`src/design/matrix_power_mod_2x2_assert.svh`:
```
// assertion macros for the 2x2 modular matrix power block
`ifndef MATRIX_POWER_MOD_2X2_ASSERT_SVH
`define MATRIX_POWER_MOD_2X2_ASSERT_SVH

// same-cycle implication
`define MPM_ASSERT_IMP(label, ante, cons, msg) \
    label: assert property (@(posedge clk) disable iff (!rst_n) (ante) |-> (cons)) \
        else $error(msg);

// next-cycle implication
`define MPM_ASSERT_NXT(label, ante, cons, msg) \
    label: assert property (@(posedge clk) disable iff (!rst_n) (ante) |=> (cons)) \
        else $error(msg);

`endif

```
`src/design/mpm_pkg.sv`:
```
// types, constants and microcode program of the 2x2 modular matrix power block
package mpm_pkg;

    localparam int FIELD_W     = 62;
    localparam int EXP_W       = 31;
    localparam int EXP_LSB     = 4 * FIELD_W;
    localparam int MOD_LSB     = EXP_LSB + EXP_W;
    localparam int IN_TDATA_W  = ((MOD_LSB + FIELD_W + 7) / 8) * 8;
    localparam int OUT_TDATA_W = ((4 * FIELD_W + 7) / 8) * 8;

    localparam int PC_W     = 6;
    localparam int RA_W     = 4;
    localparam int RF_DEPTH = 12;

    typedef logic [PC_W-1:0] pc_t;
    typedef logic [RA_W-1:0] ra_t;

    typedef enum logic [3:0] {
        OP_NOP,
        OP_RED,
        OP_CONST,
        OP_MUL,
        OP_MAC,
        OP_MOV,
        OP_SHR,
        OP_OUT,
        OP_PUSH
    } op_t;

    typedef enum logic [2:0] {
        C_NONE,
        C_ALWAYS,
        C_BIT0_CLR,
        C_EXP_ZERO,
        C_MOD_SMALL
    } cond_t;

    typedef enum logic [1:0] {
        UOP_MUL,
        UOP_MAC,
        UOP_RED
    } uop_t;

    typedef struct packed {
        logic start;
        uop_t uop;
    } ucmd_t;

    typedef struct packed {
        op_t        op;
        cond_t      cond;
        ra_t        src_a;
        ra_t        src_b;
        ra_t        dst;
        logic [1:0] fld;
        logic       imm;
        pc_t        target;
    } ctl_t;

    // register file map: accumulator, base, scratch
    localparam ra_t R_A0 = 4'd0;
    localparam ra_t R_A1 = 4'd1;
    localparam ra_t R_A2 = 4'd2;
    localparam ra_t R_A3 = 4'd3;
    localparam ra_t R_B0 = 4'd4;
    localparam ra_t R_B1 = 4'd5;
    localparam ra_t R_B2 = 4'd6;
    localparam ra_t R_B3 = 4'd7;
    localparam ra_t R_T0 = 4'd8;
    localparam ra_t R_T1 = 4'd9;
    localparam ra_t R_T2 = 4'd10;
    localparam ra_t R_T3 = 4'd11;

    localparam logic [1:0] F0 = 2'd0;
    localparam logic [1:0] F1 = 2'd1;
    localparam logic [1:0] F2 = 2'd2;
    localparam logic [1:0] F3 = 2'd3;

    localparam pc_t L_LOOP  = 6'd9;
    localparam pc_t L_SHIFT = 6'd22;
    localparam pc_t L_OUT   = 6'd37;
    localparam pc_t L_NONE  = 6'd0;

    function automatic ctl_t mk(input op_t op, input cond_t cond, input ra_t a,
                                input ra_t b, input ra_t d, input logic [1:0] f,
                                input logic imm, input pc_t tgt);
        ctl_t c;
        c.op     = op;
        c.cond   = cond;
        c.src_a  = a;
        c.src_b  = b;
        c.dst    = d;
        c.fld    = f;
        c.imm    = imm;
        c.target = tgt;
        return c;
    endfunction

    function automatic ctl_t mpm_prog(input pc_t pc);
        ctl_t c;
        case (pc)
            // bail out on a modulus below two
            6'd0:  c = mk(OP_NOP,   C_MOD_SMALL, R_A0, R_A0, R_A0, F0, 1'b0, L_OUT);
            // reduce base entries
            6'd1:  c = mk(OP_RED,   C_NONE, R_A0, R_A0, R_B0, F0, 1'b0, L_NONE);
            6'd2:  c = mk(OP_RED,   C_NONE, R_A0, R_A0, R_B1, F1, 1'b0, L_NONE);
            6'd3:  c = mk(OP_RED,   C_NONE, R_A0, R_A0, R_B2, F2, 1'b0, L_NONE);
            6'd4:  c = mk(OP_RED,   C_NONE, R_A0, R_A0, R_B3, F3, 1'b0, L_NONE);
            // accumulator starts as identity
            6'd5:  c = mk(OP_CONST, C_NONE, R_A0, R_A0, R_A0, F0, 1'b1, L_NONE);
            6'd6:  c = mk(OP_CONST, C_NONE, R_A0, R_A0, R_A1, F0, 1'b0, L_NONE);
            6'd7:  c = mk(OP_CONST, C_NONE, R_A0, R_A0, R_A2, F0, 1'b0, L_NONE);
            6'd8:  c = mk(OP_CONST, C_NONE, R_A0, R_A0, R_A3, F0, 1'b1, L_NONE);
            // acc = acc * base when the low exponent bit is set
            6'd9:  c = mk(OP_NOP,   C_BIT0_CLR, R_A0, R_A0, R_A0, F0, 1'b0, L_SHIFT);
            6'd10: c = mk(OP_MUL,   C_NONE, R_A0, R_B0, R_A0, F0, 1'b0, L_NONE);
            6'd11: c = mk(OP_MAC,   C_NONE, R_A1, R_B2, R_T0, F0, 1'b0, L_NONE);
            6'd12: c = mk(OP_MUL,   C_NONE, R_A0, R_B1, R_A0, F0, 1'b0, L_NONE);
            6'd13: c = mk(OP_MAC,   C_NONE, R_A1, R_B3, R_T1, F0, 1'b0, L_NONE);
            6'd14: c = mk(OP_MUL,   C_NONE, R_A2, R_B0, R_A0, F0, 1'b0, L_NONE);
            6'd15: c = mk(OP_MAC,   C_NONE, R_A3, R_B2, R_T2, F0, 1'b0, L_NONE);
            6'd16: c = mk(OP_MUL,   C_NONE, R_A2, R_B1, R_A0, F0, 1'b0, L_NONE);
            6'd17: c = mk(OP_MAC,   C_NONE, R_A3, R_B3, R_T3, F0, 1'b0, L_NONE);
            6'd18: c = mk(OP_MOV,   C_NONE, R_T0, R_A0, R_A0, F0, 1'b0, L_NONE);
            6'd19: c = mk(OP_MOV,   C_NONE, R_T1, R_A0, R_A1, F0, 1'b0, L_NONE);
            6'd20: c = mk(OP_MOV,   C_NONE, R_T2, R_A0, R_A2, F0, 1'b0, L_NONE);
            6'd21: c = mk(OP_MOV,   C_NONE, R_T3, R_A0, R_A3, F0, 1'b0, L_NONE);
            // next exponent bit, stop when none left
            6'd22: c = mk(OP_SHR,   C_NONE, R_A0, R_A0, R_A0, F0, 1'b0, L_NONE);
            6'd23: c = mk(OP_NOP,   C_EXP_ZERO, R_A0, R_A0, R_A0, F0, 1'b0, L_OUT);
            // base = base * base
            6'd24: c = mk(OP_MUL,   C_NONE, R_B0, R_B0, R_A0, F0, 1'b0, L_NONE);
            6'd25: c = mk(OP_MAC,   C_NONE, R_B1, R_B2, R_T0, F0, 1'b0, L_NONE);
            6'd26: c = mk(OP_MUL,   C_NONE, R_B0, R_B1, R_A0, F0, 1'b0, L_NONE);
            6'd27: c = mk(OP_MAC,   C_NONE, R_B1, R_B3, R_T1, F0, 1'b0, L_NONE);
            6'd28: c = mk(OP_MUL,   C_NONE, R_B2, R_B0, R_A0, F0, 1'b0, L_NONE);
            6'd29: c = mk(OP_MAC,   C_NONE, R_B3, R_B2, R_T2, F0, 1'b0, L_NONE);
            6'd30: c = mk(OP_MUL,   C_NONE, R_B2, R_B1, R_A0, F0, 1'b0, L_NONE);
            6'd31: c = mk(OP_MAC,   C_NONE, R_B3, R_B3, R_T3, F0, 1'b0, L_NONE);
            6'd32: c = mk(OP_MOV,   C_NONE, R_T0, R_A0, R_B0, F0, 1'b0, L_NONE);
            6'd33: c = mk(OP_MOV,   C_NONE, R_T1, R_A0, R_B1, F0, 1'b0, L_NONE);
            6'd34: c = mk(OP_MOV,   C_NONE, R_T2, R_A0, R_B2, F0, 1'b0, L_NONE);
            6'd35: c = mk(OP_MOV,   C_NONE, R_T3, R_A0, R_B3, F0, 1'b0, L_NONE);
            6'd36: c = mk(OP_NOP,   C_ALWAYS, R_A0, R_A0, R_A0, F0, 1'b0, L_LOOP);
            // move accumulator to the output register
            6'd37: c = mk(OP_OUT,   C_NONE, R_A0, R_A0, R_A0, F0, 1'b0, L_NONE);
            6'd38: c = mk(OP_OUT,   C_NONE, R_A1, R_A0, R_A0, F1, 1'b0, L_NONE);
            6'd39: c = mk(OP_OUT,   C_NONE, R_A2, R_A0, R_A0, F2, 1'b0, L_NONE);
            6'd40: c = mk(OP_OUT,   C_NONE, R_A3, R_A0, R_A0, F3, 1'b0, L_NONE);
            default: c = mk(OP_PUSH, C_NONE, R_A0, R_A0, R_A0, F0, 1'b0, L_NONE);
        endcase
        return c;
    endfunction

endpackage

```
`src/design/mpm_mulmod.sv`:
```
// shift-and-add modular multiply and bit-serial reduction unit
module mpm_mulmod #(
    parameter int MOD_BITS = 62
) (
    input  logic                  clk,
    input  logic                  rst_n,
    input  mpm_pkg::ucmd_t        cmd,
    input  logic [MOD_BITS-1:0]   op_a,
    input  logic [MOD_BITS-1:0]   op_b,
    input  logic [MOD_BITS-1:0]   modulus,
    output logic                  busy,
    output logic [MOD_BITS-1:0]   result
);
    import mpm_pkg::*;

    localparam int CNT_W = $clog2(MOD_BITS + 1);

    logic [MOD_BITS-1:0] a_reg;
    logic [MOD_BITS-1:0] b_reg;
    logic [MOD_BITS-1:0] s_reg;
    logic [CNT_W-1:0]    cnt_reg;
    uop_t                uop_reg;
    logic                busy_reg;

    logic [MOD_BITS:0] m_ext;
    logic [MOD_BITS:0] a_dbl;
    logic [MOD_BITS:0] a_red;
    logic [MOD_BITS:0] s_sum;
    logic [MOD_BITS:0] s_red;

    always_comb
    begin
        m_ext = {1'b0, modulus};
        a_dbl = {a_reg, 1'b0};
        a_red = (a_dbl >= m_ext) ? (a_dbl - m_ext) : a_dbl;
        if (uop_reg == UOP_RED)
        begin
            s_sum = {s_reg, b_reg[MOD_BITS-1]};
        end
        else
        begin
            s_sum = {1'b0, s_reg} + {1'b0, a_reg};
        end
        s_red = (s_sum >= m_ext) ? (s_sum - m_ext) : s_sum;
    end

    always_ff @(posedge clk or negedge rst_n)
    begin
        if (!rst_n)
        begin
            busy_reg <= 1'b0;
        end
        else if (cmd.start)
        begin
            busy_reg <= 1'b1;
        end
        else if (busy_reg)
        begin
            if (uop_reg == UOP_RED)
            begin
                if (cnt_reg == CNT_W'(1))
                begin
                    busy_reg <= 1'b0;
                end
            end
            else if (b_reg[MOD_BITS-1:1] == '0)
            begin
                busy_reg <= 1'b0;
            end
        end
    end

    always_ff @(posedge clk)
    begin
        if (cmd.start)
        begin
            a_reg   <= op_a;
            b_reg   <= op_b;
            uop_reg <= cmd.uop;
            cnt_reg <= CNT_W'(MOD_BITS);
            if (cmd.uop != UOP_MAC)
            begin
                s_reg <= '0;
            end
        end
        else if (busy_reg)
        begin
            if (uop_reg == UOP_RED)
            begin
                s_reg   <= s_red[MOD_BITS-1:0];
                b_reg   <= b_reg << 1;
                cnt_reg <= cnt_reg - 1'b1;
            end
            else
            begin
                if (b_reg[0])
                begin
                    s_reg <= s_red[MOD_BITS-1:0];
                end
                a_reg <= a_red[MOD_BITS-1:0];
                b_reg <= b_reg >> 1;
            end
        end
    end

    assign busy   = busy_reg;
    assign result = s_reg;

endmodule

```
`src/design/matrix_power_mod_2x2.sv`:
```
// up to 16 multiply operations per exponent bit, through one shared shift-add multiply unit
// throughput: one item at a time; the next beat is taken as soon as the sequencer is idle
// reset: asynchronous, clears sequencer state and output valid; register file is not cleared
// top level of the microcoded 2x2 modular matrix power block
`include "matrix_power_mod_2x2_assert.svh"

module matrix_power_mod_2x2 #(
    parameter int MOD_BITS = 62,
    parameter int EXP_BITS = 31
) (
    input  logic                               clk,
    input  logic                               rst_n,
    input  logic                               s_tvalid,
    output logic                               s_tready,
    // in_00, in_01, in_10, in_11, exponent, modulus
    input  logic [mpm_pkg::IN_TDATA_W-1:0]     s_tdata,
    output logic                               m_tvalid,
    input  logic                               m_tready,
    // out_00, out_01, out_10, out_11
    output logic [mpm_pkg::OUT_TDATA_W-1:0]    m_tdata
);
    import mpm_pkg::*;

    typedef enum logic [3:0] {
        ST_IDLE = 4'b0001,
        ST_READ = 4'b0010,
        ST_EXEC = 4'b0100,
        ST_WAIT = 4'b1000
    } state_t;

    state_t state_reg, state_next;
    pc_t    pc_reg, pc_next;

    logic [MOD_BITS-1:0] in_reg [4];
    logic [MOD_BITS-1:0] mod_reg;
    logic [EXP_BITS-1:0] exp_reg;
    logic                small_reg;
    logic [MOD_BITS-1:0] rd_a_reg;
    logic [MOD_BITS-1:0] rd_b_reg;
    logic [MOD_BITS-1:0] rf_mem [RF_DEPTH];
    logic [FIELD_W-1:0]  out_data_reg [4];
    logic                out_valid_reg;

    ctl_t                ctl;
    ucmd_t               ucmd;
    logic                unit_op;
    logic                unit_busy;
    logic [MOD_BITS-1:0] unit_result;
    logic [MOD_BITS-1:0] unit_b;
    logic                cond_hit;
    logic                rf_we;
    logic [MOD_BITS-1:0] rf_wdata;
    logic                in_fire;
    logic                out_fire;
    logic                push;

    assign ctl      = mpm_prog(pc_reg);
    assign in_fire  = s_tvalid && s_tready;
    assign out_fire = m_tvalid && m_tready;
    assign unit_op  = (ctl.op == OP_MUL) || (ctl.op == OP_MAC) || (ctl.op == OP_RED);
    assign push     = (state_reg == ST_EXEC) && (ctl.op == OP_PUSH);

    always_comb
    begin
        unique case (ctl.cond)
            C_NONE:      cond_hit = 1'b0;
            C_ALWAYS:    cond_hit = 1'b1;
            C_BIT0_CLR:  cond_hit = !exp_reg[0];
            C_EXP_ZERO:  cond_hit = (exp_reg == '0);
            C_MOD_SMALL: cond_hit = small_reg;
            default:     cond_hit = 1'b0;
        endcase
    end

    always_comb
    begin
        ucmd.start = (state_reg == ST_EXEC) && unit_op;
        unique case (ctl.op)
            OP_MAC:  ucmd.uop = UOP_MAC;
            OP_RED:  ucmd.uop = UOP_RED;
            default: ucmd.uop = UOP_MUL;
        endcase
        unit_b = (ctl.op == OP_RED) ? in_reg[ctl.fld] : rd_b_reg;
    end

    mpm_mulmod #(
        .MOD_BITS (MOD_BITS)
    ) u_mulmod (
        .clk     (clk),
        .rst_n   (rst_n),
        .cmd     (ucmd),
        .op_a    (rd_a_reg),
        .op_b    (unit_b),
        .modulus (mod_reg),
        .busy    (unit_busy),
        .result  (unit_result)
    );

    always_comb
    begin
        rf_we = ((state_reg == ST_EXEC) && ((ctl.op == OP_CONST) || (ctl.op == OP_MOV)))
             || ((state_reg == ST_WAIT) && !unit_busy
                 && ((ctl.op == OP_RED) || (ctl.op == OP_MAC)));
        unique case (ctl.op)
            OP_CONST: rf_wdata = MOD_BITS'(ctl.imm);
            OP_MOV:   rf_wdata = rd_a_reg;
            default:  rf_wdata = unit_result;
        endcase
    end

    always_comb
    begin
        state_next = state_reg;
        pc_next    = pc_reg;
        unique case (state_reg)
            ST_IDLE:
            begin
                if (s_tvalid)
                begin
                    state_next = ST_READ;
                    pc_next    = '0;
                end
            end
            ST_READ:
            begin
                state_next = ST_EXEC;
            end
            ST_EXEC:
            begin
                if (unit_op)
                begin
                    state_next = ST_WAIT;
                end
                else if (ctl.op == OP_PUSH)
                begin
                    state_next = ST_IDLE;
                end
                else if (!((ctl.op == OP_OUT) && out_valid_reg))
                begin
                    state_next = ST_READ;
                    pc_next    = cond_hit ? ctl.target : pc_t'(pc_reg + 1'b1);
                end
            end
            ST_WAIT:
            begin
                if (!unit_busy)
                begin
                    state_next = ST_READ;
                    pc_next    = cond_hit ? ctl.target : pc_t'(pc_reg + 1'b1);
                end
            end
            default:
            begin
                state_next = ST_IDLE;
            end
        endcase
    end

    always_ff @(posedge clk or negedge rst_n)
    begin
        if (!rst_n)
        begin
            state_reg     <= ST_IDLE;
            pc_reg        <= '0;
            out_valid_reg <= 1'b0;
        end
        else
        begin
            state_reg <= state_next;
            pc_reg    <= pc_next;
            if (push)
            begin
                out_valid_reg <= 1'b1;
            end
            else if (out_fire)
            begin
                out_valid_reg <= 1'b0;
            end
        end
    end

    always_ff @(posedge clk)
    begin
        if (in_fire)
        begin
            for (int k = 0; k < 4; k++)
            begin
                in_reg[k] <= s_tdata[k*FIELD_W +: MOD_BITS];
            end
            mod_reg   <= s_tdata[MOD_LSB +: MOD_BITS];
            exp_reg   <= s_tdata[EXP_LSB +: EXP_BITS];
            small_reg <= (s_tdata[MOD_LSB+1 +: MOD_BITS-1] == '0);
        end
        else if ((state_reg == ST_EXEC) && (ctl.op == OP_SHR))
        begin
            exp_reg <= exp_reg >> 1;
        end
    end

    always_ff @(posedge clk)
    begin
        rd_a_reg <= rf_mem[ctl.src_a];
        rd_b_reg <= rf_mem[ctl.src_b];
        if (rf_we)
        begin
            rf_mem[ctl.dst] <= rf_wdata;
        end
    end

    always_ff @(posedge clk)
    begin
        if ((state_reg == ST_EXEC) && (ctl.op == OP_OUT) && !out_valid_reg)
        begin
            out_data_reg[ctl.fld] <= small_reg ? '0 : FIELD_W'(rd_a_reg);
        end
    end

    assign s_tready = (state_reg == ST_IDLE);
    assign m_tvalid = out_valid_reg;
    assign m_tdata  = {out_data_reg[3], out_data_reg[2], out_data_reg[1], out_data_reg[0]};

    `MPM_ASSERT_IMP(a_start_free, ucmd.start, !unit_busy, "unit started while busy")
    `MPM_ASSERT_IMP(a_push_free, push, !out_valid_reg, "result pushed over a pending beat")
    `MPM_ASSERT_IMP(a_done_wait, $fell(unit_busy), state_reg == ST_WAIT, "unit done off wait")
    `MPM_ASSERT_NXT(a_push_next, push, m_tvalid && s_tready, "push did not present a result")

endmodule
```
`config.mk`:
```
export PLATFORM = sky130hd
export DESIGN_NAME = matrix_power_mod_2x2
export DESIGN_NICKNAME = d
export VERILOG_FILES = /design/src/design/mpm_pkg.sv /design/src/design/mpm_mulmod.sv /design/src/design/matrix_power_mod_2x2.sv
export VERILOG_INCLUDE_DIRS = /design/src /design/src/design
export SDC_FILE = /design/constraint.sdc
export NUM_CORES = 2
export LEC_CHECK = 0
export BUFFER_PORTS_ARGS = -buffer_cell sky130_fd_sc_hd__buf_4
export CAP_MARGIN = 10
export CORE_MARGIN = 3
export CORE_UTILIZATION = 35
export CTS_CLUSTER_SIZE = 28
export DETAILED_ROUTE_END_ITERATION = 7
export MAX_ROUTING_LAYER = met4
export PLACE_DENSITY_LB_ADDON = 0.3
export SYNTH_ARGS = -nofsm -noshare
export SYNTH_HDL_FRONTEND = slang
export SYNTH_SLANG_ARGS = --single-unit
```
`constraint.sdc`:
```
create_clock -name clk -period 12.91 [get_ports clk]
set_clock_uncertainty 0.1 [all_clocks]
set_input_delay 1.291 -clock clk [delete_from_list [all_inputs] [get_ports clk]]
set_output_delay 1.291 -clock clk [all_outputs]
set_load 0.005 [all_outputs]
```
# Word level (Yosys, flattened, before mapping)

Memory sizes are Yosys's and may differ from the RTL's. A register that Yosys moved wholly into a read port is not among the register bits.
Index checks and enable logic that the tools add are counted.

RAM bits: 1240
Latch bits: 0
ROM bits: 1728
Register bits: 300
Output and inout bits: 250
Logic and storage cells: 129
Memories kept: 4

$mul: 0
Eq/ne operators: 27
Mux-type cells: 47
Shifts and indexed selects: 0
Add/subtract/negate cells: 5
Bitwise logic cells: 0
Divide/modulo/power cells: 0
Order comparisons: 2
Reductions and logical operators: 32

Memories:

| name            | words | bits a word | read ports | clocked after Yosys merged registers in | write ports | RTL line                   | RTL |
|---|---|---|---|---|---|---|---|
| (no name shown) | 64    | 27          | 1          | 0                                       | 0           | mpm_pkg.sv:101             | `case (pc)` |
| rf_mem          | 12    | 62          | 2          | 2                                       | 1           | matrix_power_mod_2x2.sv:40 | `logic [MOD_BITS-1:0] rf_mem [RF_DEPTH];` |
| in_reg          | 4     | 62          | 1          | 0                                       | 4           | matrix_power_mod_2x2.sv:34 | `logic [MOD_BITS-1:0] in_reg [4];` |
| out_data_reg    | 4     | 62          | 4          | 0                                       | 1           | matrix_power_mod_2x2.sv:41 | `logic [FIELD_W-1:0] out_data_reg [4];` |

Operators by type and width:

| kind                | count |
|---|---|
| $mux 62             | 15 |
| $ge 63x62->1        | 2 |
| $pmux 62 s2         | 1 |
| $sub 62x62->62      | 2 |
| $logic_not 61->1    | 2 |
| $add 62x62->63      | 1 |
| $mux 63             | 1 |
| $mux 31             | 2 |
| $mux 6              | 6 |
| $logic_not 31->1    | 1 |
| $eq 4x3->1 const B  | 5 |
| $mux 4              | 5 |
| $pmux 6 s3          | 1 |
| $pmux 4 s4          | 1 |
| $mux 1              | 13 |
| $eq 4x2->1 const B  | 3 |
| $ne 2x2->1 const B  | 6 |
| $logic_and 1x1->1   | 11 |
| $eq 4x1->1 const B  | 2 |
| $eq 4x4->1 const B  | 2 |
| $add 6x1->6 const B | 1 |
| $eq 3x2->1 const B  | 2 |
| $eq 6x1->1 const B  | 1 |
| $reduce_and 3->1    | 2 |
| other kinds (14)    | 25 |

# Depth between registers and ports, before layout

Depth in word-level cells: 8
Gate-level depth with buffers: 29

# By module

Synthesis repeated with hierarchy kept, for this count alone.

Cells, all modules: 5876
Area, all modules: 79710.2 µm²

By module, submodules not included:

| module               | area an instance (µm²) | instances | seq. area each (µm²) | cells an instance |
|---|---|---|---|---|
| matrix_power_mod_2x2 | 58090.7                | 1         | 42817.3              | 3211 |
| mpm_mulmod           | 21619.5                | 1         | 5790.6               | 2665 |

# Least setup slack after synthesis

OpenSTA, ideal clock, no wires.

Path kind: input to register
From: input s_tvalid
To: memory in_reg[0][0] (enable)
Cell stages on the path: 3
Setup slack: 1.936 ns
Arrival: 10.077 ns
Library setup time: 0.797 ns
Buffers on the path: 1
Data required time: 12.013 ns
Cell sequence: nand2_1 -> inv_1 -> clkbuf_1

RTL lines:

| what            | RTL line                   | RTL |
|---|---|---|
| start, declared | matrix_power_mod_2x2.sv:13 | `input logic s_tvalid,` |
| end, declared   | matrix_power_mod_2x2.sv:34 |  |

# Worst setup path in the final report

From: register u_mulmod.a_reg[0]
To: register u_mulmod.s_reg[6], in the netlist u_mulmod.result[6] (data pin)

Cells in the longest elaborated chain, start to end: 8
Elaborated cells between the ends (all ways): 9

RTL lines:

| what                                           | RTL line          | RTL |
|---|---|---|
| start, declared                                | mpm_mulmod.sv:18  | `logic [MOD_BITS-1:0] a_reg;` |
| start signal, assigned                         | mpm_mulmod.sv:77  | `a_reg <= op_a;` |
| start signal, assigned                         | mpm_mulmod.sv:100 | `a_reg <= a_red[MOD_BITS-1:0];` |
| $add 62x62->63 *                               | mpm_mulmod.sv:42  | `s_sum = {1'b0, s_reg} + {1'b0, a_reg};` |
| $mux 63 *                                      | mpm_mulmod.sv:36  | `if (uop_reg == UOP_RED)` |
| $sub 62x62->62 or $ge 63x62->1 (tied branches) | mpm_mulmod.sv:44  | `s_red = (s_sum >= m_ext) ? (s_sum - m_ext) : s_sum;` |
| $mux 62 *                                      | mpm_mulmod.sv:44  |  |
| $mux 62                                        | mpm_mulmod.sv:96  | `if (b_reg[0])` |
| $mux 62 *                                      | mpm_mulmod.sv:88  | `if (uop_reg == UOP_RED)` |
| $mux 62 *                                      | mpm_mulmod.sv:86  | `else if (busy_reg)` |
| $mux 62 *                                      | mpm_mulmod.sv:75  | `if (cmd.start)` |
| end signal, assigned                           | mpm_mulmod.sv:90  | `s_reg <= s_red[MOD_BITS-1:0];` |
| end signal, assigned                           | mpm_mulmod.sv:98  | `s_reg <= s_red[MOD_BITS-1:0];` |
| end, declared                                  | mpm_mulmod.sv:20  | `logic [MOD_BITS-1:0] s_reg;` |

Mark *: on every way between the ends. The rest lies on a longest branch, timed or not. The select of a mux whose other input is x is not followed.
A chain may end at the register's enable or synchronous reset.

==> impl_results.md <==
* Status: complete, no violations
* Vias at 59991
* TritonCTS clock tree: done
* Sw Pwr at 0.004403 W
* Final setup fails at 0
* Arrival time worst endpoint at 8.48 ns
* Final Max Slew Viols at 0
* FP Rows at 174
* Crit. End Element: register
* VDD IR-drop max at 136.6 uV
* CTS buffer count at 178
* DIE WIDTH at 483.0 um
* Yosys warning count at 0
* Layout area overhead at 16.96%
* CP peak stage delay at 0.81 ns
* Remaining antenna violation count at 0
* Initial antenna violation count at 17
* Post_cts resized at 0
* Port Buffers at 594
* Setup repair after global routing missed its margin: false
* CP max-delay cell: a311oi_4
* Drt first-iter violations at 6512
* Net Sw Frac at 0.2935
* GP Congestion at 0.9435
* Pwr dens at 161.1 nW/um^2
* Static leakage at 34.84 nW
* Final TNS setup at 0 ns
* Worst slew pin tran at 1.153 ns
* FF+latch count, synth at 1664
* CTS clk-pin slew, worst paths at 0.06 ns
* HP Class: primary input to asynchronous set/reset pin
* Dpl hpwl at 171.6 mm
* Post-route DRC at 0
* Max-cap viol count at 0
* CP top delay family: compound AO/OA/AOI/OAI gates
* Number of synthesized flops with an enable pin at 1522
* Synth top area share at 0.5740
* Comb pwr share at 0.203
* Chip height at 483.0 um
* F_max at 124.1 MHz
* Commonest cells in the netlist: nand2_1, edfxtp_1, nand3_1
* NumNets Final at 8279
* Synthesized cell area at 79630 sq um
* Vias in the first global route at 56152
* GRT overflow at 0
* Vias per std cell at 5.511
* Fin. Hold Viols at 0
* CTS sink cnt at 1664
* Post-Synthesis Cells at 7341
* Most frequent cell after synthesis: nand2_1
* Avg Cell Area, Syn at 10.85 sq um
* DRT Wirelength at 254.5 mm
* Ports at 598
* CTS max path bufs at 3
* Clock root buffer: clkbuf_16
* Top post-synthesis cells by area: edfxtp_1, nand2_1, nand3_1
* H-tree lvl count at 4
* Max reg flops at 744
* Fillers at 21431
* Initial Utilization at 0.3530
* Core area at 225500 sq um
* First-pass GRT wire length at 369.9 mm
* Crit path buffers/inverters at 2
* Post-CTS Hold Buffers at 0
* Seq pwr share at 0.445
* Worst R2R Setup Slack at 4.85 ns
* Total GRT Usage at 0.2167
* Async set-reset flop share out of synthesis at 0.007212
* Clock power share at 0.352
* Final period utilization at 0.6244
* Synth area leader: edfxtp_1
* Share of layout cells above drive strength 1 at 0.1380
* WP data required at 13.33 ns
* Final Critical Period at 8.061 ns
* Critical Path Fanout Max at 75
* Worst setup SP type: register
* CP dominant cell by count: a21oi_1
* Rel. slew slack at 0.2315
* First-pass DRT Iterations at 6
* Final Util at 0.4129
* Syn Nets at 7890
* Internal power at 0.01060 W
* Critical path class: register to register
* WL/cell at 23.38 um
* Top FF cell, synth: edfxtp_1
* Postcts setup bufs at 0
* Clk_lat worst skew at 0.84 ns
* Largest net degree at the start of global routing at 173
* Sequential share of the synthesized area at 0.6105
* Synth cell types at 85
* Die area at 233300 sq um
[logic make-up (layout without fill, tap and decap cells)]
group	Yosys count	after routing	synth area share
compound gates	1352	1352	0.1083
xor+xnor	174	174	0.01914
fa+ha+maj	201	201	0.03187
buf+inv	574	1112	0.02740
flops	1664	1664	0.6105
mux	102	102	0.02263
other cells	0	15	0
simple gates	3274	3274	0.1802
[placed cells by master, fill, tap and decap left out, types with 99 or more instances in the layout]
cell / count
a21oi_1: 359
nor2_1: 314
nor2b_1: 156
buf_4: 661
nand3_1: 687
clkbuf_16: 182
a21o_1: 102
xnor2_1: 99
ha_1: 198
dfxtp_1: 130
a31oi_1: 153
o21ai_0: 285
nand2_1: 1776
inv_1: 113
edfxtp_1: 1522
[final timing paths]
| kind | from | cells after the start | to |
|---|---|---|---|
| worst max-delay path | u_mulmod.a_reg[0] | 26 | u_mulmod.result[6] |
| worst min-delay path | rst_n | 1 | pc_reg[4] |
| worst max register to register | u_mulmod.a_reg[0] | 26 | u_mulmod.result[6] |
| worst min register to register | u_mulmod.cnt_reg[1] | 2 | u_mulmod.cnt_reg[1] |
| max in group asynchronous | rst_n | 1 | state_reg[0] |
| min in group clk | u_mulmod.cnt_reg[1] | 2 | u_mulmod.cnt_reg[1] |
[power groups by stage]
| stage | logic (W) | registers [W] | clock network [W] |
|---|---|---|---|
| after global routing | 0.00336 | 0.00670 | 0.00560 |
| final | 0.00305 | 0.00668 | 0.00527 |
| after global placement | 0.00299 | 0.00677 | 0 |
| after floorplan | 0.00214 | 0.00678 | 0 |
| after CTS | 0.00303 | 0.00668 | 0.00538 |
| after detailed placement | 0.00301 | 0.00679 | 0 |
[cell type report]
type / instances / area (sq um) / share of cell area
antenna: 15 / 37.54 / 0.0004030
clock buffer: 225 / 4896 / 0.05257
clock inverter: 104 / 1181 / 0.01268
inverter: 117 / 446.7 / 0.004796
multi-input combinational: 5103 / 29160 / 0.3131
sequential: 1664 / 48610 / 0.5219
tap: 2992 / 3744 / 0.04020
timing repair buffer: 666 / 5062 / 0.05436
[worst register-to-register path: stages (launching register included)]
cell	delay, ns
edfxtp_1	0.45
ha_1	0.27
inv_1	0.08
fa_1	0.21
nor2b_1	0.08
o31a_1	0.30
o21ba_2	0.25
a211oi_1	0.56
o21bai_1	0.31
a21oi_1	0.36
o21ai_1	0.24
a31oi_1	0.42
o21bai_1	0.15
xnor2_1	0.14
o21ai_0	0.33
ha_1	0.47
nand3_1	0.29
nor3_1	0.10
nand4b_1	0.23
nand2_1	0.09
a21oi_1	0.13
o21ai_0	0.15
a311oi_4	0.81
buf_4	0.76
nor3_1	0.23
a21oi_1	0.18
nor2_1	0.06
[through the flow]
| step | power (W) | setup slack [ns] | hold slack (ns) | instances | instance area [sq um] |
|---|---|---|---|---|---|
| 2_1_floorplan | 0.008919 | 1.936 | 0.3655 | 7341 | 79630 |
| 3_3_place_gp | 0.009762 | 4.910 | 0.3845 | 10542 | 87020 |
| 3_5_place_dp | 0.009795 | 4.902 | 0.3970 | 10542 | 87020 |
| 4_1_cts | 0.01509 | 4.833 | 0.1268 | 10871 | 93090 |
| 5_1_grt | 0.01566 | 4.341 | 0.1515 | 10873 | 93100 |
| 6_report | 0.01500 | 4.849 | 0.1962 | 10886 | 93130 |
[metal layers]
metal,vias to the layer above,share of wire,global-route usage
met1,29366,0.44,0.3074
met5,-,0,-
met4,0,0.024,0.04849
met3,327,0.097,0.04472
li1,27552,-,-
met2,2746,0.44,0.3195
Note: power is estimated with default switching activity, not from simulation.
